==> config.mk <==
export PLATFORM = sky130hd
export DESIGN_NAME = fen_position_parser_unit
export DESIGN_NICKNAME = d
export VERILOG_FILES = /design/src/design/fpp_pkg.sv /design/src/design/fpp_step.sv /design/src/design/fpp_out_fifo.sv /design/src/design/fen_position_parser_unit.sv
export SDC_FILE = /design/constraint.sdc
export NUM_CORES = 1
export LEC_CHECK = 0
export BUFFER_PORTS_ARGS = -buffer_cell sky130_fd_sc_hd__buf_2
export CAP_MARGIN = 20
export CORE_AREA = 2 2 294 151
export DETAILED_ROUTE_END_ITERATION = 6
export DIE_AREA = 0 0 296 153
export GPL_TIMING_DRIVEN = 0
export PLACE_DENSITY = 0.66
export SETUP_SLACK_MARGIN = 0.15
export SLEW_MARGIN = 10
export SYNTH_ARGS = -nofsm -noshare
export SYNTH_HDL_FRONTEND = slang
export SYNTH_SLANG_ARGS = --single-unit
==> constraint.sdc <==
create_clock -name i_clk -period 7.09 [get_ports i_clk]
set_clock_uncertainty 0.05 [all_clocks]
set_input_delay 0.709 -clock i_clk [delete_from_list [all_inputs] [get_ports i_clk]]
set_output_delay 0.709 -clock i_clk [all_outputs]
set_load 0.02 [all_outputs]
==> src/design/fpp_pkg.sv <==
// Shared types and constants for the FEN position parser.
`timescale 1ns / 1ps
`default_nettype none

package fpp_pkg;

    localparam logic [1:0] EV_CLEAR   = 2'd0;
    localparam logic [1:0] EV_PLACE   = 2'd1;
    localparam logic [1:0] EV_SUMMARY = 2'd2;

    localparam logic [2:0] PK_PAWN    = 3'd0;
    localparam logic [2:0] PK_KNIGHT  = 3'd1;
    localparam logic [2:0] PK_BISHOP  = 3'd2;
    localparam logic [2:0] PK_ROOK    = 3'd3;
    localparam logic [2:0] PK_QUEEN   = 3'd4;
    localparam logic [2:0] PK_KING    = 3'd5;

    // result queue geometry
    localparam int Q_DEPTH = 4;
    localparam int Q_AW    = $clog2(Q_DEPTH);

    typedef struct packed {
        logic [1:0]  event_kind;
        logic [5:0]  square;
        logic        piece_side;
        logic [2:0]  piece_kind;
        logic        side_to_move;
        logic [3:0]  castle_rights;
        logic        passant_valid;
        logic [5:0]  passant_square;
        logic [15:0] halfmove_count;
        logic [15:0] fullmove_count;
        logic        run_last;
    } t_result;

    // results produced by one step, in delivery order
    typedef struct packed {
        logic [1:0] count;
        t_result    first;
        t_result    second;
    } t_push;

endpackage

`default_nettype wire

==> src/design/fpp_step.sv <==
// Per-byte FEN parse step: field state registers and result generation.
`timescale 1ns / 1ps
`default_nettype none

module fpp_step (
    input  wire logic          i_clk,
    input  wire logic          i_rst_n,
    input  wire logic          i_fire,
    input  wire logic [7:0]    i_byte,
    output fpp_pkg::t_push     o_push
);
    import fpp_pkg::*;

    localparam logic [3:0] ST_WAIT       = 4'd0;
    localparam logic [3:0] ST_PLACE      = 4'd1;
    localparam logic [3:0] ST_SIDE_FIRST = 4'd2;
    localparam logic [3:0] ST_SIDE_SKIP  = 4'd3;
    localparam logic [3:0] ST_CASTLE     = 4'd4;
    localparam logic [3:0] ST_EP_FIRST   = 4'd5;
    localparam logic [3:0] ST_EP_RANK    = 4'd6;
    localparam logic [3:0] ST_AFTER_EP   = 4'd7;
    localparam logic [3:0] ST_HALF       = 4'd8;
    localparam logic [3:0] ST_FULL       = 4'd9;
    localparam logic [3:0] ST_DONE       = 4'd10;

    localparam logic [3:0] RANK_TOP  = 4'd7;
    localparam logic [3:0] RANK_OFF  = 4'd15;
    localparam logic [3:0] FILE_OFF  = 4'd8;
    localparam logic [7:0] CH_SPACE  = 8'h20;
    localparam logic [7:0] CH_SLASH  = 8'h2F;
    localparam logic [7:0] CH_DASH   = 8'h2D;
    localparam logic [7:0] CH_ZERO   = 8'h30;
    localparam logic [7:0] CH_ONE    = 8'h31;
    localparam logic [7:0] CH_EIGHT  = 8'h38;
    localparam logic [7:0] CH_NINE   = 8'h39;
    localparam logic [7:0] CH_UP_A   = 8'h41;
    localparam logic [7:0] CH_UP_K   = 8'h4B;
    localparam logic [7:0] CH_UP_Q   = 8'h51;
    localparam logic [7:0] CH_UP_Z   = 8'h5A;
    localparam logic [7:0] CH_LO_A   = 8'h61;
    localparam logic [7:0] CH_LO_B   = 8'h62;
    localparam logic [7:0] CH_LO_H   = 8'h68;
    localparam logic [7:0] CH_LO_K   = 8'h6B;
    localparam logic [7:0] CH_LO_N   = 8'h6E;
    localparam logic [7:0] CH_LO_P   = 8'h70;
    localparam logic [7:0] CH_LO_Q   = 8'h71;
    localparam logic [7:0] CH_LO_R   = 8'h72;
    localparam logic [15:0] CNT_MAX  = 16'hFFFF;

    logic [3:0]  r_stage, n_stage;
    logic [3:0]  r_rank, n_rank;
    logic [3:0]  r_file, n_file;
    logic        r_black, n_black;
    logic [3:0]  r_rights, n_rights;
    logic        r_ep_present, n_ep_present;
    logic [2:0]  r_ep_file, n_ep_file;
    logic [5:0]  r_ep_pos, n_ep_pos;
    logic [15:0] r_half, n_half;
    logic [15:0] r_full, n_full;

    logic        is_wait;
    logic [3:0]  e_stage;
    logic [3:0]  e_rank, e_file;
    logic        e_black, e_ep_present;
    logic [3:0]  e_rights;
    logic [2:0]  e_ep_file;
    logic [5:0]  e_ep_pos;
    logic [15:0] e_half, e_full;
    logic [19:0] half_sum;
    logic [15:0] half_next;
    logic [19:0] full_sum;
    logic [15:0] full_next;
    logic [4:0]  file_sum;
    logic [7:0]  lower;
    logic        piece_ok;
    logic [2:0]  piece_code;
    logic        has_second;
    t_result     second;
    t_result     clear_ev;

    // halfmove: acc*10 + (c - '0'), clamped to 0..65535
    assign half_sum  = {1'b0, e_half, 3'b000} + {3'b000, e_half, 1'b0} + {12'd0, i_byte};
    always_comb begin
        if (half_sum < {12'd0, CH_ZERO}) begin
            half_next = '0;
        end else if ((half_sum - {12'd0, CH_ZERO}) > {4'd0, CNT_MAX}) begin
            half_next = CNT_MAX;
        end else begin
            half_next = half_sum[15:0] - {8'd0, CH_ZERO};
        end
    end

    // fullmove: only called for decimal digits, low nibble is the digit
    assign full_sum  = {1'b0, e_full, 3'b000} + {3'b000, e_full, 1'b0} + {16'd0, i_byte[3:0]};
    assign full_next = (full_sum > {4'd0, CNT_MAX}) ? CNT_MAX : full_sum[15:0];

    assign file_sum = {1'b0, e_file} + {1'b0, i_byte[3:0]};
    assign lower    = (i_byte >= CH_UP_A && i_byte <= CH_UP_Z) ? (i_byte | 8'h20) : i_byte;

    always_comb begin
        piece_ok   = 1'b1;
        piece_code = PK_PAWN;
        case (lower)
            CH_LO_P: piece_code = PK_PAWN;
            CH_LO_N: piece_code = PK_KNIGHT;
            CH_LO_B: piece_code = PK_BISHOP;
            CH_LO_R: piece_code = PK_ROOK;
            CH_LO_Q: piece_code = PK_QUEEN;
            CH_LO_K: piece_code = PK_KING;
            default: piece_ok   = 1'b0;
        endcase
    end

    always_comb begin
        // the first byte of a record sees freshly started fields
        is_wait      = (r_stage == ST_WAIT);
        e_stage      = is_wait ? ST_PLACE : r_stage;
        e_rank       = is_wait ? RANK_TOP : r_rank;
        e_file       = is_wait ? 4'd0 : r_file;
        e_black      = is_wait ? 1'b0 : r_black;
        e_rights     = is_wait ? 4'd0 : r_rights;
        e_ep_present = is_wait ? 1'b0 : r_ep_present;
        e_ep_file    = is_wait ? 3'd0 : r_ep_file;
        e_ep_pos     = is_wait ? 6'd0 : r_ep_pos;
        e_half       = is_wait ? 16'd0 : r_half;
        e_full       = is_wait ? 16'd0 : r_full;

        n_stage      = e_stage;
        n_rank       = e_rank;
        n_file       = e_file;
        n_black      = e_black;
        n_rights     = e_rights;
        n_ep_present = e_ep_present;
        n_ep_file    = e_ep_file;
        n_ep_pos     = e_ep_pos;
        n_half       = e_half;
        n_full       = e_full;

        has_second = 1'b0;
        second     = '0;

        if (i_byte == 8'd0) begin
            has_second            = 1'b1;
            second.event_kind     = EV_SUMMARY;
            second.side_to_move   = e_black;
            second.castle_rights  = e_rights;
            second.passant_valid  = e_ep_present;
            second.passant_square = e_ep_present ? e_ep_pos : 6'd0;
            second.halfmove_count = e_half;
            second.fullmove_count = (e_full == 16'd0) ? 16'd1 : e_full;
            n_stage               = ST_WAIT;
        end else begin
            case (e_stage)
                ST_PLACE: begin
                    if (i_byte == CH_SPACE) begin
                        n_stage = ST_SIDE_FIRST;
                    end else if (i_byte == CH_SLASH) begin
                        n_rank = (e_rank == 4'd0 || e_rank == RANK_OFF) ? RANK_OFF
                                                                        : e_rank - 4'd1;
                        n_file = 4'd0;
                    end else if (i_byte >= CH_ONE && i_byte <= CH_EIGHT) begin
                        n_file = (file_sum > {1'b0, FILE_OFF}) ? FILE_OFF : file_sum[3:0];
                    end else begin
                        if (piece_ok && e_rank != RANK_OFF && e_file < FILE_OFF) begin
                            has_second         = 1'b1;
                            second.event_kind  = EV_PLACE;
                            second.square      = {e_rank[2:0], e_file[2:0]};
                            second.piece_side  = !(i_byte >= CH_UP_A && i_byte <= CH_UP_Z);
                            second.piece_kind  = piece_code;
                        end
                        if (e_file < FILE_OFF) begin
                            n_file = e_file + 4'd1;
                        end
                    end
                end
                ST_SIDE_FIRST: begin
                    n_black = (i_byte == CH_LO_B);
                    n_stage = (i_byte == CH_SPACE) ? ST_CASTLE : ST_SIDE_SKIP;
                end
                ST_SIDE_SKIP: begin
                    if (i_byte == CH_SPACE) begin
                        n_stage = ST_CASTLE;
                    end
                end
                ST_CASTLE: begin
                    if (i_byte == CH_SPACE) begin
                        n_stage = ST_EP_FIRST;
                    end else if (i_byte == CH_UP_K) begin
                        n_rights = e_rights | 4'b0001;
                    end else if (i_byte == CH_UP_Q) begin
                        n_rights = e_rights | 4'b0010;
                    end else if (i_byte == CH_LO_K) begin
                        n_rights = e_rights | 4'b0100;
                    end else if (i_byte == CH_LO_Q) begin
                        n_rights = e_rights | 4'b1000;
                    end
                end
                ST_EP_FIRST: begin
                    if (i_byte == CH_DASH) begin
                        n_ep_present = 1'b0;
                        n_stage      = ST_AFTER_EP;
                    end else if (i_byte >= CH_LO_A && i_byte <= CH_LO_H) begin
                        n_ep_file = i_byte[2:0] - CH_LO_A[2:0];
                        n_stage   = ST_EP_RANK;
                    end else if (i_byte == CH_SPACE) begin
                        n_stage = ST_HALF;
                    end else begin
                        n_half  = half_next;
                        n_stage = ST_HALF;
                    end
                end
                ST_EP_RANK: begin
                    if (i_byte >= CH_ONE && i_byte <= CH_EIGHT) begin
                        n_ep_present = 1'b1;
                        n_ep_pos     = {i_byte[2:0] - CH_ONE[2:0], e_ep_file};
                    end
                    n_stage = ST_AFTER_EP;
                end
                ST_AFTER_EP: begin
                    if (i_byte != CH_SPACE) begin
                        n_half = half_next;
                    end
                    n_stage = ST_HALF;
                end
                ST_HALF: begin
                    if (i_byte == CH_SPACE) begin
                        n_stage = ST_FULL;
                    end else begin
                        n_half = half_next;
                    end
                end
                ST_FULL: begin
                    if (i_byte >= CH_ZERO && i_byte <= CH_NINE) begin
                        n_full = full_next;
                    end else begin
                        n_stage = ST_DONE;
                    end
                end
                default: begin
                    // trailing text after the fullmove field is ignored
                end
            endcase
        end
    end

    always_comb begin
        clear_ev            = '0;
        clear_ev.event_kind = EV_CLEAR;
        clear_ev.run_last   = !has_second;
        o_push              = '0;
        if (is_wait) begin
            o_push.count           = has_second ? 2'd2 : 2'd1;
            o_push.first           = clear_ev;
            o_push.second          = second;
            o_push.second.run_last = 1'b1;
        end else if (has_second) begin
            o_push.count          = 2'd1;
            o_push.first          = second;
            o_push.first.run_last = 1'b1;
        end
        if (!i_fire) begin
            o_push.count = 2'd0;
        end
    end

    always_ff @(posedge i_clk) begin
        if (!i_rst_n) begin
            r_stage      <= ST_WAIT;
            r_rank       <= RANK_TOP;
            r_file       <= '0;
            r_black      <= 1'b0;
            r_rights     <= '0;
            r_ep_present <= 1'b0;
            r_ep_file    <= '0;
            r_ep_pos     <= '0;
            r_half       <= '0;
            r_full       <= '0;
        end else if (i_fire) begin
            r_stage      <= n_stage;
            r_rank       <= n_rank;
            r_file       <= n_file;
            r_black      <= n_black;
            r_rights     <= n_rights;
            r_ep_present <= n_ep_present;
            r_ep_file    <= n_ep_file;
            r_ep_pos     <= n_ep_pos;
            r_half       <= n_half;
            r_full       <= n_full;
        end
    end

endmodule

`default_nettype wire

==> src/design/fpp_out_fifo.sv <==
// Result queue: takes up to two results a cycle, delivers one per transfer.
`timescale 1ns / 1ps
`default_nettype none

module fpp_out_fifo (
    input  wire logic          i_clk,
    input  wire logic          i_rst_n,
    input  wire fpp_pkg::t_push i_push,
    output logic               o_room,
    output logic               o_valid,
    input  wire logic          i_stall,
    output fpp_pkg::t_result   o_result
);
    import fpp_pkg::*;

    t_result           r_mem [Q_DEPTH];
    logic [Q_AW-1:0]   r_wr_ptr, n_wr_ptr;
    logic [Q_AW-1:0]   r_rd_ptr, n_rd_ptr;
    logic [Q_AW:0]     r_count, n_count;
    logic              pop;
    logic [Q_AW-1:0]   wr_ptr_next;

    assign o_valid     = (r_count != '0);
    assign o_room      = (r_count <= (Q_AW + 1)'(Q_DEPTH - 2));
    assign o_result    = r_mem[r_rd_ptr];
    assign pop         = o_valid && !i_stall;
    assign wr_ptr_next = r_wr_ptr + Q_AW'(1);

    always_comb begin
        n_wr_ptr = r_wr_ptr + Q_AW'(i_push.count);
        n_rd_ptr = r_rd_ptr + Q_AW'(pop);
        n_count  = r_count + (Q_AW + 1)'(i_push.count) - (Q_AW + 1)'(pop);
    end

    always_ff @(posedge i_clk) begin
        if (i_push.count != 2'd0) begin
            r_mem[r_wr_ptr] <= i_push.first;
        end
        if (i_push.count == 2'd2) begin
            r_mem[wr_ptr_next] <= i_push.second;
        end
    end

    always_ff @(posedge i_clk) begin
        if (!i_rst_n) begin
            r_wr_ptr <= '0;
            r_rd_ptr <= '0;
            r_count  <= '0;
        end else begin
            r_wr_ptr <= n_wr_ptr;
            r_rd_ptr <= n_rd_ptr;
            r_count  <= n_count;
        end
    end

endmodule

`default_nettype wire

==> src/design/fen_position_parser_unit.sv <==
// FEN position parser top level: input register, parse step and result queue.
// A transferred byte is held in the input register, then parsed into the result
// queue, whose head drives o_valid and the result outputs.
// Throughput: one byte per cycle while the result queue has room for two results;
// a record's first byte that also places a piece or ends the record gives two results.
// Reset (synchronous, active low) empties the queue and rearms for a new record.
`timescale 1ns / 1ps
`default_nettype none

module fen_position_parser_unit (
    input  wire logic        i_clk,
    input  wire logic        i_rst_n,
    input  wire logic        i_valid,
    output logic             o_stall,
    input  wire logic [7:0]  i_text_byte,
    output logic             o_valid,
    input  wire logic        i_stall,
    output logic [1:0]       o_event_kind,
    output logic [5:0]       o_square,
    output logic             o_piece_side,
    output logic [2:0]       o_piece_kind,
    output logic             o_side_to_move,
    output logic [3:0]       o_castle_rights,
    output logic             o_passant_valid,
    output logic [5:0]       o_passant_square,
    output logic [15:0]      o_halfmove_count,
    output logic [15:0]      o_fullmove_count,
    output logic             o_run_last
);
    import fpp_pkg::*;

    logic        r_in_valid, n_in_valid;
    logic [7:0]  r_in_byte;
    logic        in_xfer;
    logic        fire;
    logic        room;
    t_push       push;
    t_result     head;

    // the step needs space for two results before it consumes a byte
    assign fire    = r_in_valid && room;
    assign o_stall = r_in_valid && !room;
    assign in_xfer = i_valid && !o_stall;

    always_comb begin
        n_in_valid = r_in_valid;
        if (in_xfer) begin
            n_in_valid = 1'b1;
        end else if (fire) begin
            n_in_valid = 1'b0;
        end
    end

    always_ff @(posedge i_clk) begin
        if (!i_rst_n) begin
            r_in_valid <= 1'b0;
        end else begin
            r_in_valid <= n_in_valid;
        end
    end

    always_ff @(posedge i_clk) begin
        if (in_xfer) begin
            r_in_byte <= i_text_byte;
        end
    end

    fpp_step u_step (
        .i_clk   (i_clk),
        .i_rst_n (i_rst_n),
        .i_fire  (fire),
        .i_byte  (r_in_byte),
        .o_push  (push)
    );

    fpp_out_fifo u_fifo (
        .i_clk    (i_clk),
        .i_rst_n  (i_rst_n),
        .i_push   (push),
        .o_room   (room),
        .o_valid  (o_valid),
        .i_stall  (i_stall),
        .o_result (head)
    );

    assign o_event_kind     = head.event_kind;
    assign o_square         = head.square;
    assign o_piece_side     = head.piece_side;
    assign o_piece_kind     = head.piece_kind;
    assign o_side_to_move   = head.side_to_move;
    assign o_castle_rights  = head.castle_rights;
    assign o_passant_valid  = head.passant_valid;
    assign o_passant_square = head.passant_square;
    assign o_halfmove_count = head.halfmove_count;
    assign o_fullmove_count = head.fullmove_count;
    assign o_run_last       = head.run_last;

endmodule

`default_nettype wire

# Word-level counts from Yosys, hierarchy flattened
# Memory sizes are Yosys's and may differ from the RTL's. A register that Yosys moved wholly into a read port is not among the register bits.
# Cells that the tools add are included.
[totals]
wordCells = 191
ram_bits = 228
memories = 1
output_inout_bits = 59
ff_bits = 75
in_bits = 12
[classes]
muxes = 95
order_cmp = 14
addsub = 15
eq_ne = 27
reduce_logical = 24
[mem_list]
columns = ["memory", "words", "width", "rd", "rd_ports_with_merged_regs", "write_ports", "line", "source"]
rows = [
  ["u_fifo.r_mem", 4, 57, 1, 1, 2, "fpp_out_fifo.sv:16", "t_result r_mem [Q_DEPTH];"],
]
[op_table]
columns = ["op", "count"]
rows = [
  ["16-bit two-way mux", 14],
  ["4-bit two-way mux", 31],
  ["8-bit by 7-bit == test with 1-bit output (second input constant)", 11],
  ["59-bit two-way mux", 1],
  ["58-bit two-way mux", 1],
  ["57-bit two-way mux", 1],
  ["12-bit two-way mux", 4],
  ["16-bit one-hot mux with 3 select lines", 1],
  ["44-bit two-way mux", 1],
  ["19-bit by 17-bit adder with 20-bit output", 2],
  ["20-bit by 16-bit greater-than comparator with 1-bit output (second input constant)", 2],
  ["6-bit two-way mux", 6],
  ["4-bit one-hot mux with 9 select lines", 1],
  ["8-bit by 6-bit == test with 1-bit output (second input constant)", 3],
  ["20-bit by 4-bit adder with 20-bit output", 1],
  ["20-bit by 8-bit adder with 20-bit output", 1],
  ["20-bit by 6-bit < comparator with 1-bit output (second input constant)", 1],
  ["1-bit two-way mux", 20],
  ["20-bit by 6-bit subtractor with 20-bit output (second input constant)", 1],
  ["3-bit two-way mux", 6],
  ["4-bit by 3-bit == test with 1-bit output (second input constant)", 4],
  ["8-bit by 6-bit >= comparator with 1-bit output (second input constant)", 2],
  ["8-bit by 7-bit >= comparator with 1-bit output (second input constant)", 2],
  ["8-bit by 6-bit less-or-equal comparator with 1-bit output (second input constant)", 2],
  ["other kinds (34)", 56],
]

# Depth between registers and ports, before layout
# Gate-level depths: netlist of run 1.
[logic_depth]
ltp_word = 20
ltp_mapped = 24
mapped_depth_nobuf = 20

# Cells and area by module
# From an unflattened synthesis of run 1, not the netlist that was laid out.
[hier_totals]
hier_cells = 1559
hier_area_um2 = 18546.5
[by_module_without_submodules]
columns = ["mod", "area_each_um2", "instances", "cells_per_inst"]
rows = [
  ["fpp_out_fifo", 11377.2, 1, 601],
  ["fpp_step", 6875.3, 1, 945],
  ["fen_position_parser_unit", 294.0, 1, 13],
]

# Worst setup path before layout of run 1
# Ideal clock, no wire load.
[synth_timing]
kind = "reg-to-reg"
from = "register u_step.r_stage[2]"
to = "memory u_fifo.r_mem[2][0] (netlist name) (enable)"
required_ns = 6.550
path_buffers = 4
setup_slack_ns = 0.562
t_arrival_ns = 5.988
stages_incl_launch_ff = 19
path_cell_list = "dfxtp_1 > clkbuf_1 > nor2_1 > nand2_1 > inv_1 > clkbuf_1 > clkbuf_1 > nor2_1 > inv_1 > ha_1 > a31oi_1 > o211ai_1 > a211o_1 > nand2_1 > ha_1 > clkbuf_1 > nor3b_1 > o21ai_0 > a21oi_1"
[synth_lines]
columns = ["element", "line", "source"]
rows = [
  ["start: declaration", "fpp_step.sv:50", "logic [3:0] r_stage, n_stage;"],
  ["start signal: assignment", "fpp_step.sv:279", "r_stage <= n_stage;"],
  ["end: declaration", "fpp_out_fifo.sv:16", ""],
]

==> results of run 1 <==
power by group:
group | internal [mW] | switching (mW)
Combinational | 0.463 | 0.766
Clock | 0.790 | 0.703
Sequential | 1.99 | 0.0444
Total | 3.24 | 1.51
layer usage:
layer / share of wire / vias up / global-route usage
li1: - / 5863 / -
met1: 0.50 / 6157 / 0.361
met2: 0.37 / 590 / 0.264
met3: 0.11 / 42 / 0.0646
met4: 0.013 / 0 / 0.0313
met5: 0 / - / 0
flip-flops by register name (all words and copies together), names as in the netlist, 6 cells and up:
signal           flops
u_fifo.r_mem       228
r_in_byte            8
u_step.r_ep_pos      6
u_step.r_full       16
u_step.r_half       16
final cells by class:
cell class              count  share of cell area
clock inverters            11             0.00456
inverters                  53              0.0104
repair buffers             82              0.0331
flip-flops and latches    303               0.439
well taps                 588              0.0383
plain buffers              86              0.0197
clock buffers              43              0.0416
diodes                      1            0.000130
multi-input cells        1080               0.414
critical path, stage by stage, from the launching register on:
cell and delay, ns:
dfxtp_1 0.30, clkbuf_1 0.40, nor2_1 0.22, nand2_2 0.33, inv_1 0.21, clkbuf_1 0.35, clkbuf_1 0.44, nor2_2 0.42
inv_1 0.08, ha_1 0.23, a31oi_1 0.20, o211ai_1 0.10, a211o_1 0.39, nand2_1 0.11, ha_1 0.32, nand2_1 0.32
nor2_1 0.27, nand2_1 0.15, nor2_2 0.53, nor3_1 0.24, buf_2 0.25, clkbuf_1 0.25, and2_1 0.24
synth_stat cells, types with 37 or more instances:
cell type	count	area [µm²]
ha_1	80	1000
nor2_1	150	563
o21ai_0	67	335
and2_1	132	826
nor3_1	37	185
edfxtp_1	236	7090
mux4_2	57	1280
a21oi_1	77	385
nand2_1	110	413
clkbuf_1	66	248
dfxtp_1	67	1340
inv_1	53	199
path summary, 6_finish.rpt:
kind                            slack [ns]  cells after the start             endpoint
worst max register to register        0.44                     22  u_fifo.r_mem[2][44]
worst min-delay path                  0.26                      1         r_in_byte[6]
worst min register to register        0.42                      2   u_step.r_ep_pos[1]
worst max-delay path                  0.44                     22  u_fifo.r_mem[2][44]
through the flow:
stage,instance area [µm²],hold WS (ns),util,power (mW),cells
floorplan,16900,0.394,-,2.87,1522
global placement,18000,0.415,0.420,3.26,2180
detailed placement,18300,0.416,0.427,3.30,2191
CTS,19200,0.246,0.448,4.77,2245
global route,19200,0.252,0.448,4.93,2246
finish,19200,0.260,0.448,4.76,2247
cells by family after synthesis:
group,after synthesis
buffers and inverters,139
AND/OR/NAND/NOR,585
flip-flops,303
XOR/XNOR,42
AO/OA/AOI/OAI,307
adder cells (fa/ha/maj),86
multiplexers,60
==> impl_results.rst, run 1 <==
.. list-table::
   :header-rows: 1

   * - Metric
     - Value
   * - Most frequent standard cell in the layout excluding fill and tap cells
     - edfxtp_1
   * - Synthesized flop and latch total
     - slightly above 300
   * - Post-CTS setup-driven buffer insertion count
     - 0
   * - Die extent in x
     - between 200 and 300 µm
   * - Element type at the critical path start
     - flip-flop
   * - Cell count after synthesis
     - approximately 1,500
   * - Type of the most critical hold path
     - in -> reg
   * - Worst min-delay path startpoint
     - i_text_byte[6]
   * - Sinks on the clock net
     - a little over 300
   * - Number of slew-limit violations in the final report
     - 0
   * - Via Count
     - roughly 13,000
   * - First element of the critical path
     - u_step.r_stage[2]
   * - Final Hold Fails
     - 0
   * - Pre-CTS setup slack
     - between 0.1 and 0.15 ns
   * - Max_cap viols
     - 0
   * - Arithmetic-cell share of the synthesized area counting full adders, half adders and majority gates
     - 0.0664
   * - Total of buffers placed on input and output ports
     - 70
   * - Share of the clock period used by the worst path after layout
     - 0.938
   * - Floorplan Core Area
     - roughly 43,000 µm²
   * - # nets final
     - roughly 1,700
   * - Headroom to the max-slew limit
     - 0.277
   * - Category of the most critical setup path
     - reg -> reg
   * - First-pass DRT Iterations
     - 6
   * - Net count after synthesis
     - around 1,600
   * - Compound-Gate Fraction of Synth Area
     - 0.123
   * - First-iteration detailed-routing DRC count
     - ~1,400
   * - Number of vias per cell
     - ~5.6
   * - Pwr dens
     - 248 nW/µm²
   * - Vias in the first global route
     - ~12,000
   * - Quantity of gates resized following cts
     - 2
   * - Parity-gate share of the synthesized area counting xor and xnor cells
     - 0.0218
   * - Cell at the root of the clock tree
     - clkbuf_16
   * - Layout Area Growth over Synthesis
     - 13.7%
   * - Crit path DAT
     - roughly 7.0 ns
   * - Warnings from Yosys
     - 0
   * - RSZ-0062 raised after global routing
     - no
   * - Antenna-violating nets left
     - 0
   * - Number of rows created at floorplan
     - between 50 and 60
   * - Post-synthesis instance area
     - ~17,000 µm²
   * - Clock latency on the worst-skew pair
     - ~0.59 ns
   * - Pin slew with the least headroom to its limit
     - 1.09 ns
   * - CTS tree
     - built
   * - Final sum of negative setup slack
     - 0 ns
   * - Average wire length per cell after detail routing
     - ~22 µm
   * - Time the worst path needs with I/O delays and setup
     - about 6.7 ns
   * - Number of synthesized flops with an enable pin
     - approximately 240
   * - R2R Path Start
     - u_step.r_stage[2]
   * - Starting utilization of the core area
     - 0.394
   * - Bufs on Longest Clock Path
     - 3
   * - Half-perimeter wire length after detailed placement
     - 36,600 µm
   * - Kind of end point of the critical path
     - flip-flop
   * - Worst supply voltage drop on vdd
     - 0.000199 V
   * - Primary flip-flop cell chosen by synthesis mapping
     - edfxtp_1
   * - Grt ovf
     - 0
   * - Wire length of the first global-routing pass
     - between 70,000 and 80,000 µm
   * - Largest family of logic cells by synthesized area
     - simple AND/OR/NAND/NOR gates
   * - P_leak
     - about 7.2 nW
   * - Setup violators final
     - 0
   * - Average size of a mapped cell
     - about 11 µm²
   * - Min setup slack post-route
     - about 0.44 ns
   * - Number of design rule violations left after detail routing
     - 0
   * - Most used cells in the layout excluding fill and tap cells
     - edfxtp_1, nor2_1, and2_1, nand2_1, ha_1
   * - Critical Path RT
     - ~7.4 ns
   * - Async set-reset flop share out of synthesis
     - 0
   * - Filler cells
     - 4,018
   * - Area of the die
     - between 40,000 and 50,000 µm²
   * - Placer congestion estimate
     - ~0.96
   * - Combined area of the multi-input logic cells
     - a little under 8000 µm²
   * - Total track usage
     - 0.215
   * - Top-Level Pins
     - 71
   * - Post-Route WL
     - roughly 49,000 µm
   * - Fraction of synthesized area in multiplexers
     - 0.0778
   * - Fraction of the mapped netlist area in simple logic gates
     - 0.179
   * - Footprint of the flip-flops and latches
     - about 8400 µm²
   * - Count of distinct cell types in the synthesized netlist
     - between 90 and 100
   * - Largest net degree at the start of global routing
     - 38
   * - Run status
     - completed
   * - Level count of the clock H-tree
     - 1
   * - Largest fanout of any net on the critical path
     - 10
   * - Hold-fix buffer count after cts
     - 0
   * - Fmax
     - 150 MHz
   * - Seq/Total Area, Yosys
     - 0.499
   * - Register clock-pin slew on the reported worst setup and hold paths
     - 0.06 ns
   * - Die extent in y
     - roughly 150 µm
   * - Antenna violations before repair
     - 4
   * - Fraction of layout instances using a drive strength above 1
     - 0.145
   * - Clock buffer count from CTS
     - 29
(Power assumes the default switching activity.)
==> run 2: changes to the inputs <==
==> constraint.sdc (replaced) <==
create_clock -name i_clk -period 7 [get_ports i_clk]
set_clock_uncertainty 0.05 [all_clocks]
set_input_delay 0.7 -clock i_clk [delete_from_list [all_inputs] [get_ports i_clk]]
set_output_delay 0.7 -clock i_clk [all_outputs]
set_load 0.02 [all_outputs]
==> impl_results.rst, run 2 (synthesis gave the netlist of run 1 again) <==
.. list-table::
   :header-rows: 1

   * - Metric
     - Value
   * - R2R Path Start
     - u_step.r_stage[2]
   * - Fraction of layout instances using a drive strength above 1
     - 0.145 (unchanged)
   * - Pre-CTS setup slack
     - 0.0314 ns (-0.0900 ns)
   * - Category of the most critical setup path
     - reg -> reg
   * - Time the worst path needs with I/O delays and setup
     - 6.60 ns (-0.0545 ns)
   * - Most used cells in the layout excluding fill and tap cells
     - edfxtp_1, nor2_1, and2_1, nand2_1, ha_1
   * - Die extent in x
     - 296 µm (unchanged)
   * - First-pass DRT Iterations
     - 6 (unchanged)
   * - Bufs on Longest Clock Path
     - 3 (unchanged)
   * - Headroom to the max-slew limit
     - 0.274 (-0.00225)
   * - # nets final
     - 1,733 (unchanged)
   * - RSZ-0062 raised after global routing
     - yes
   * - Die extent in y
     - 153 µm (unchanged)
   * - Setup slack of the worst register-to-register path
     - 0.40 ns (-0.04 ns)
   * - Top-Level Pins
     - 71 (unchanged)
   * - Wire length of the first global-routing pass
     - 74,100 µm (unchanged)
   * - Sinks on the clock net
     - 303 (unchanged)
   * - Antenna violations before repair
     - 4 (unchanged)
   * - Run status
     - completed
   * - Register clock-pin slew on the reported worst setup and hold paths
     - 0.06 ns (about the same)
   * - Vias in the first global route
     - 11,904 (unchanged)
   * - Quantity of gates resized following cts
     - 2 (unchanged)
   * - Share of the clock period used by the worst path after layout
     - 0.943 (+0.00428)
   * - Average wire length per cell after detail routing
     - 21.6 µm (about the same)
   * - Most used routing layer in global routing
     - met1
   * - P_leak
     - 7.23 nW (about the same)
   * - Antenna-violating nets left
     - 0 (unchanged)
   * - Total of buffers placed on input and output ports
     - 70 (unchanged)
   * - Reg2Reg Depth
     - 20 (-9.1%)
   * - Max_cap viols
     - 0 (unchanged)
   * - Total track usage
     - 0.215 (unchanged)
   * - Element type at the critical path start
     - flip-flop
   * - M3 GR Usage
     - 0.0646 (unchanged)
   * - Area of the die
     - 45,300 µm² (unchanged)
   * - Register bank with the most flops
     - u_fifo.r_mem
   * - Placer congestion estimate
     - 0.965 (unchanged)
   * - Flip-flop count of the largest register, all copies and words added
     - 228 (unchanged)
   * - Half-perimeter wire length after detailed placement
     - 36,600 µm (unchanged)
   * - Final Hold Fails
     - 0 (unchanged)
   * - Number of slew-limit violations in the final report
     - 0 (unchanged)
   * - First-iteration detailed-routing DRC count
     - 1,426 (-0.28%)
   * - Regs by FF count
     - u_fifo.r_mem: 228 flops, u_step.r_full: 16 flops, u_step.r_half: 16 flops
   * - Starting utilization of the core area
     - 0.394 (unchanged)
   * - Grt ovf
     - 0 (unchanged)
   * - Clock buffer count from CTS
     - 29 (unchanged)
   * - Min setup slack post-route
     - 0.402 ns (-0.0355 ns)
   * - Fmax
     - 152 MHz (+0.83%)
   * - Post-Route WL
     - 48,500 µm (about the same)
   * - Number of rows created at floorplan
     - 54 (unchanged)
   * - CTS tree
     - built
   * - Layout Area Growth over Synthesis
     - 13.7% (about the same)
   * - Kind of end point of the critical path
     - flip-flop
   * - Pwr dens
     - 251 nW/µm² (+1.3%)
   * - Reg-to-Reg End
     - u_fifo.r_mem[1][29]
   * - Most frequent standard cell in the layout excluding fill and tap cells
     - edfxtp_1
   * - Number of vias per cell
     - 5.62 (-0.17%)
   * - Clock latency on the worst-skew pair
     - 0.59 ns (about the same)
   * - Hold-fix buffer count after cts
     - 0 (unchanged)
   * - Post-layout utilization of the core
     - 0.449 (about the same)
   * - Via Count
     - 12,631 (-0.17%)
   * - Pin slew with the least headroom to its limit
     - 1.09 ns (+0.00337 ns)
   * - Largest fanout of any net on the critical path
     - 10 (unchanged)
   * - Filler cells
     - 4,018 (unchanged)
   * - Largest net degree at the start of global routing
     - 38 (unchanged)
   * - M1 GR Usage
     - 0.361 (unchanged)
   * - Setup violators final
     - 0 (unchanged)
   * - Critical Path End
     - u_fifo.r_mem[1][29]
   * - Met2 Track Usage GR
     - 0.264 (unchanged)
   * - Post-CTS setup-driven buffer insertion count
     - 0 (unchanged)
   * - First element of the critical path
     - u_step.r_stage[2]
   * - Crit path DAT
     - 7.01 ns (+0.06 ns)
   * - Type of the most critical hold path
     - in -> reg
   * - Number of design rule violations left after detail routing
     - 0 (unchanged)
   * - Critical Path RT
     - 7.41 ns (+0.03 ns)
   * - Floorplan Core Area
     - 42,800 µm² (unchanged)
   * - Cell at the root of the clock tree
     - clkbuf_16
   * - Worst supply voltage drop on vdd
     - 0.000201 V (+0.96%)
   * - Level count of the clock H-tree
     - 1 (unchanged)
run 2: cell counts in the layout (fill, tap and decap cells not counted):
Identical to the previous run, type by type.
run 2: worst min path at each step:
stage | startpoint | end | slack, ns | cells past startpoint
4_1_cts | i_text_byte[6] | r_in_byte[6] | 0.24 | 1
3_5_place_dp | u_step.r_ep_file[1] | u_step.r_ep_pos[1] | 0.42 | 2
5_1_grt | i_text_byte[6] | r_in_byte[6] | 0.24 | 1
6_report | i_text_byte[6] | r_in_byte[6] | 0.25 | 1
2_1_floorplan | u_step.r_ep_file[0] | u_step.r_ep_pos[0] | 0.39 | 2
3_3_place_gp | u_step.r_file[2] | u_step.r_file[2] | 0.42 | 2
run 2: through the flow:
step	setup TNS [ns]	hold slack [ns]	power (mW)	cells	area, µm²
final	0	0.251	4.82	2247	19200
after CTS	0	0.237	4.83	2245	19200
after global placement	-540.30	0.415	3.31	2180	18000
after detailed placement	0	0.416	3.34	2191	18300
after global routing	0	0.243	5.00	2246	19200
after floorplan	0	0.394	2.91	1522	16900
run 2: area by class of cell:
| cell class | count | area (µm²) | area share |
|---|---|---|---|
| sequential | 303 | 8430 | 0.439 |
| inverter | 53 | 199 | 0.0104 |
| timing repair buffer | 82 | 636 | 0.0331 |
| antenna | 1 | 2.50 | 0.000130 |
| clock buffer | 43 | 798 | 0.0415 |
| tap | 588 | 736 | 0.0383 |
| multi-input combinational | 1080 | 7950 | 0.414 |
| buffer | 86 | 378 | 0.0197 |
| clock inverter | 11 | 87.6 | 0.00456 |
run 2: where the power goes:
part	internal [mW]	total, mW	switching [mW]
Clock	0.801	1.51	0.711
Sequential	2.02	2.06	0.0450
Combinational	0.469	1.25	0.777
Total	3.29	4.82	1.53
run 2: critical path, cell delays in order, from the launching register on:
cell	delay, ns
dfxtp_1	0.29
clkbuf_1	0.24
nor2_1	0.38
nand2_2	0.32
inv_1	0.29
clkbuf_1	0.54
clkbuf_1	0.62
nor2_2	0.22
inv_1	0.10
ha_1	0.21
a31oi_1	0.11
o211ai_1	0.17
a211o_1	0.33
nand2_1	0.10
ha_1	0.30
nand2_1	0.35
nor4_1	0.14
clkbuf_1	0.33
nor3_2	0.75
clkbuf_1	0.43
and2_1	0.19
run 2: per-layer routing:
metal / share of wire / up-vias
met3: 0.11 / 43
met5: 0 / -
met2: 0.37 / 586
met4: 0.013 / 0
met1: 0.51 / 6136
li1: - / 5866
==> run 3: changes to the inputs <==
--- a/config.mk
+++ b/config.mk
@@ -7,13 +7,15 @@
 export LEC_CHECK = 0
 export BUFFER_PORTS_ARGS = -buffer_cell sky130_fd_sc_hd__buf_2
 export CAP_MARGIN = 20
-export CORE_AREA = 2 2 294 151
+export CORE_AREA = 2 2 308 158
 export DETAILED_ROUTE_END_ITERATION = 6
-export DIE_AREA = 0 0 296 153
+export DIE_AREA = 0 0 310 160
 export GPL_TIMING_DRIVEN = 0
 export PLACE_DENSITY = 0.66
 export SETUP_SLACK_MARGIN = 0.15
+export SKIP_CTS_REPAIR_TIMING = 1
 export SLEW_MARGIN = 10
 export SYNTH_ARGS = -nofsm -noshare
 export SYNTH_HDL_FRONTEND = slang
+export SYNTH_HIERARCHICAL = 1
 export SYNTH_SLANG_ARGS = --single-unit
==> impl_results.rst, run 3 <==
.. list-table::
   :header-rows: 1

   * - Metric
     - Value
   * - Run status
     - completed
   * - Die extent in y
     - 160 µm (+4.6%)
   * - Average wire length per cell after detail routing
     - 22.4 µm (+3.6%)
   * - Sinks on the clock net
     - 303 (unchanged)
   * - Slowest stage delay, CP
     - 0.62 ns (-0.13 ns)
   * - Top cells by area in the synthesized netlist
     - edfxtp_1, mux2_2, dfxtp_1
   * - Max_cap viols
     - 0 (unchanged)
   * - Regs by FF count
     - u_fifo/r_mem: 228 flops, u_step/r_full: 16 flops, u_step/r_half: 16 flops
   * - Proportion of power drawn by the clock network
     - 0.322 (+0.008)
   * - Register bank with the most flops
     - u_fifo/r_mem
   * - Placer congestion estimate
     - 0.935 (-3.1%)
   * - Most used cells in the layout excluding fill and tap cells
     - edfxtp_1, mux2_2, a21oi_1, nor2_1, buf_2
   * - Cell count of the worst hold path
     - 1 (unchanged)
   * - Post-synthesis instance area
     - 18,500 µm² (+9.8%)
   * - Number of vias per cell
     - 5.58 (-0.72%)
   * - Worst Path Buf+Inv
     - 7 (unchanged)
   * - Count of distinct cell types in the synthesized netlist
     - 90 (-2.2%)
   * - Reg2Reg Depth
     - 20 (unchanged)
   * - Sequential share of power
     - 0.434 (+0.006)
   * - Most area-hungry cell type in the Yosys netlist
     - edfxtp_1
   * - Antenna violations before repair
     - 1 (-3)
   * - Pwr dens
     - 228 nW/µm² (-8.9%)
   * - Crit path max-delay family
     - buffers and inverters
   * - Register clock-pin slew on the reported worst setup and hold paths
     - 0.06 ns (about the same)
   * - Wire length of the first global-routing pass
     - 80,400 µm (+8.5%)
   * - Clock buffer count from CTS
     - 29 (unchanged)
   * - Largest net degree at the start of global routing
     - 47 (+24%)
   * - Share of total power consumed by net switching
     - 0.316 (-0.00256)
   * - Grt ovf
     - 0 (unchanged)
   * - Level count of the clock H-tree
     - 1 (unchanged)
   * - Seq/Total Area, Yosys
     - 0.454 (-0.0444)
   * - Number of rows created at floorplan
     - 57 (+5.6%)
   * - Synthesized flop and latch total
     - 303 (unchanged)
   * - Clock latency on the worst-skew pair
     - 0.58 ns (about the same)
   * - Share of the clock period used by the worst path after layout
     - 0.914 (-0.0290)
   * - Flip-flop count of the largest register, all copies and words added
     - 228 (unchanged)
   * - Layout Area Growth over Synthesis
     - 13.0%
   * - Primary flip-flop cell chosen by synthesis mapping
     - edfxtp_1
   * - Slowest cell on the critical path
     - mux2i_1
   * - Total of buffers placed on input and output ports
     - 70 (unchanged)
   * - First-pass DRT Iterations
     - 5 (-1)
   * - Top-Level Pins
     - 71 (unchanged)
   * - Most used cell, CP
     - clkbuf_1
   * - Number of design rule violations left after detail routing
     - 0 (unchanged)
   * - Bufs on Longest Clock Path
     - 3 (unchanged)
   * - Cell chain of the critical path
     - buf_2 > or4_4 > clkbuf_1 > clkbuf_1 > clkbuf_2 > nand2_1 > inv_1 > fa_1 > inv_1 > fa_1 > nor2b_1 > o21a_1 > o21ai_1 > a31oi_1 > nor4_1 > or3_1 > nand2_1 > mux2i_1 > clkbuf_1 > a31oi_1
   * - Final sum of negative setup slack
     - 0 ns (unchanged)
   * - Number of synthesized flops with an enable pin
     - 236 (unchanged)
   * - Floorplan Core Area
     - 47,400 µm² (+11%)
   * - Critical Path Stages
     - 20 (unchanged)
   * - Half-perimeter wire length after detailed placement
     - 38,900 µm (+6.2%)
   * - Post-layout utilization of the core
     - 0.442 (-0.00611)
   * - Via Count
     - 13,304 (+5.3%)
   * - Worst supply voltage drop on vdd
     - 0.000173 V (-14%)
   * - Crit path DAT
     - 6.77 ns (-0.24 ns)
   * - Fraction of layout instances using a drive strength above 1
     - 0.261 (+0.116)
   * - Cell count after synthesis
     - 1,559 (+2.4%)
   * - # nets final
     - 1,807 (+4.3%)
   * - First-iteration detailed-routing DRC count
     - 1,410 (-1.1%)
   * - First element of the critical path
     - u_step/r_stage[0]
   * - Async set-reset flop share out of synthesis
     - 0 (unchanged)
   * - Antenna-violating nets left
     - 0 (unchanged)
   * - Number of slew-limit violations in the final report
     - 0 (unchanged)
   * - Worst min-delay path startpoint
     - i_text_byte[3]
   * - Setup violators final
     - 0 (unchanged)
   * - Final Hold Fails
     - 0 (unchanged)
   * - Category of the most critical setup path
     - reg -> reg
   * - Headroom to the max-slew limit
     - 0.364 (+0.0900)
   * - Library cell with the highest instance count after synthesis
     - edfxtp_1
   * - Int Power
     - 3.28 mW (-0.31%)
   * - Critical Path RT
     - 7.37 ns (-0.04 ns)
   * - R2R Path Start
     - u_step/r_stage[0]
   * - Share of power burned in combinational logic
     - 0.244 (-0.014)
   * - Most frequent standard cell in the layout excluding fill and tap cells
     - edfxtp_1
   * - Fmax
     - 156 MHz (+3.2%)
   * - Hold WS
     - 0.254 ns (+0.00396 ns)
   * - Vias in the first global route
     - 12,967 (+8.9%)
   * - Pin slew with the least headroom to its limit
     - 0.950 ns (-0.138 ns)
   * - Kind of end point of the critical path
     - flip-flop
   * - Largest fanout of any net on the critical path
     - 10 (unchanged)
   * - Post-Route WL
     - 53,300 µm (+9.9%)
   * - Cell at the root of the clock tree
     - clkbuf_16
   * - P_leak
     - 8.42 nW (+16%)
   * - RSZ-0062 raised after global routing
     - no
   * - Area share of the leading cell type in the synthesized netlist
     - 0.382 (-0.0373)
   * - Time the worst path needs with I/O delays and setup
     - 6.39 ns (-0.203 ns)
   * - Average size of a mapped cell
     - 11.9 µm² (+7.2%)
   * - Type of the most critical hold path
     - in -> reg
   * - Total track usage
     - 0.213 (-0.00108)
   * - Starting utilization of the core area
     - 0.392 (-0.00279)
   * - Area of the die
     - 49,600 µm² (+9.5%)
   * - Element type at the critical path start
     - flip-flop
   * - CTS tree
     - built
   * - Die extent in x
     - 310 µm (+4.7%)
   * - Net load switching power
     - 1.51 mW (-1.5%)
   * - Warnings from Yosys
     - 6 (+6)
   * - Most instantiated cells after synthesis
     - edfxtp_1, mux2_2, a21oi_1
## run 3: changes by cell type after synthesis, moves of 14 or more
cell / change
a21oi_1: +34
a31oi_1: +14
and2_1: -91
buf_2: +25
buf_4: +59
clkbuf_1: -32
mux2_1: +81
mux2_2: +147
nand2_1: -28
nand3_1: -14
nor2_1: -49
nor3_1: -18
o21ai_0: -29
## run 3: worst reg2reg max path, cell delays in order, from the launching register on
cell and delay (ns):
dfxtp_1 0.30, buf_2 0.18, or4_4 0.59, clkbuf_1 0.31
clkbuf_1 0.37, clkbuf_2 0.39, nand2_1 0.21, inv_1 0.10
fa_1 0.54, inv_1 0.06, fa_1 0.46, nor2b_1 0.14
o21a_1 0.15, o21ai_1 0.17, a31oi_1 0.34, nor4_1 0.10
or3_1 0.39, nand2_1 0.10, mux2i_1 0.62, clkbuf_1 0.48
a31oi_1 0.18
## run 3: layout make-up
type                    instances  area, µm²
diodes                          1       2.50
plain buffers                 131        792
clock buffers                  44        822
clock inverters                 9       65.1
fillers                      4420      26400
inverters                      50        188
multi-input cells            1120       9350
flip-flops and latches        303       8430
well taps                     649        812
repair buffers                 77        498
## run 3: kinds of logic after synthesis
| logic type | Yosys count | synth area share |
|---|---|---|
| and+or+nand+nor | 361 | 0.0999 |
| other | 1 | 0.000202 |
| muxes | 290 | 0.211 |
| xor gates and xnor gates | 43 | 0.0207 |
| buffers and inverters | 181 | 0.0528 |
| AOI/OAI and AO/OA | 297 | 0.102 |
| DFF | 303 | 0.454 |
| adders and majority gates | 83 | 0.0584 |
## run 3: power groups by stage
stage,logic (mW),registers [mW],clock network [mW]
after global routing,1.25,2.08,1.64
after detailed placement,1.17,2.11,0
after global placement,1.14,2.12,0
final,1.17,2.08,1.54
after CTS,1.17,2.08,1.58
after floorplan,0.771,2.10,0
## run 3: metal layers
layer	global-route usage	wire (µm)	up-vias	part of all wire
met3	0.0555	5280	59	0.099
met2	0.290	21100	566	0.40
met4	0.0316	828	0	0.016
met5	0	0	-	0
met1	0.341	26100	6541	0.49
li1	-	-	6138	-
## run 3: path summary, 6_finish.rpt
path | endpoint | slack, ns
max reg2reg | u_step/r_full[7] | 0.61
max | u_step/r_full[7] | 0.61
min | r_in_byte[3] | 0.25
min reg2reg | u_step/r_ep_present | 0.41
## run 3: per-stage QoR
| step | area (µm²) | std cells | total power, mW | setup WS, ns |
|---|---|---|---|---|
| final | 21000 | 2384 | 4.79 | 0.605 |
| after global routing | 21000 | 2383 | 4.97 | 0.350 |
| after CTS | 20900 | 2382 | 4.82 | 0.493 |
| after detailed placement | 20100 | 2329 | 3.28 | 0.521 |
| after global placement | 19900 | 2323 | 3.26 | -2.34 |
| after floorplan | 18700 | 1604 | 2.87 | 0.908 |
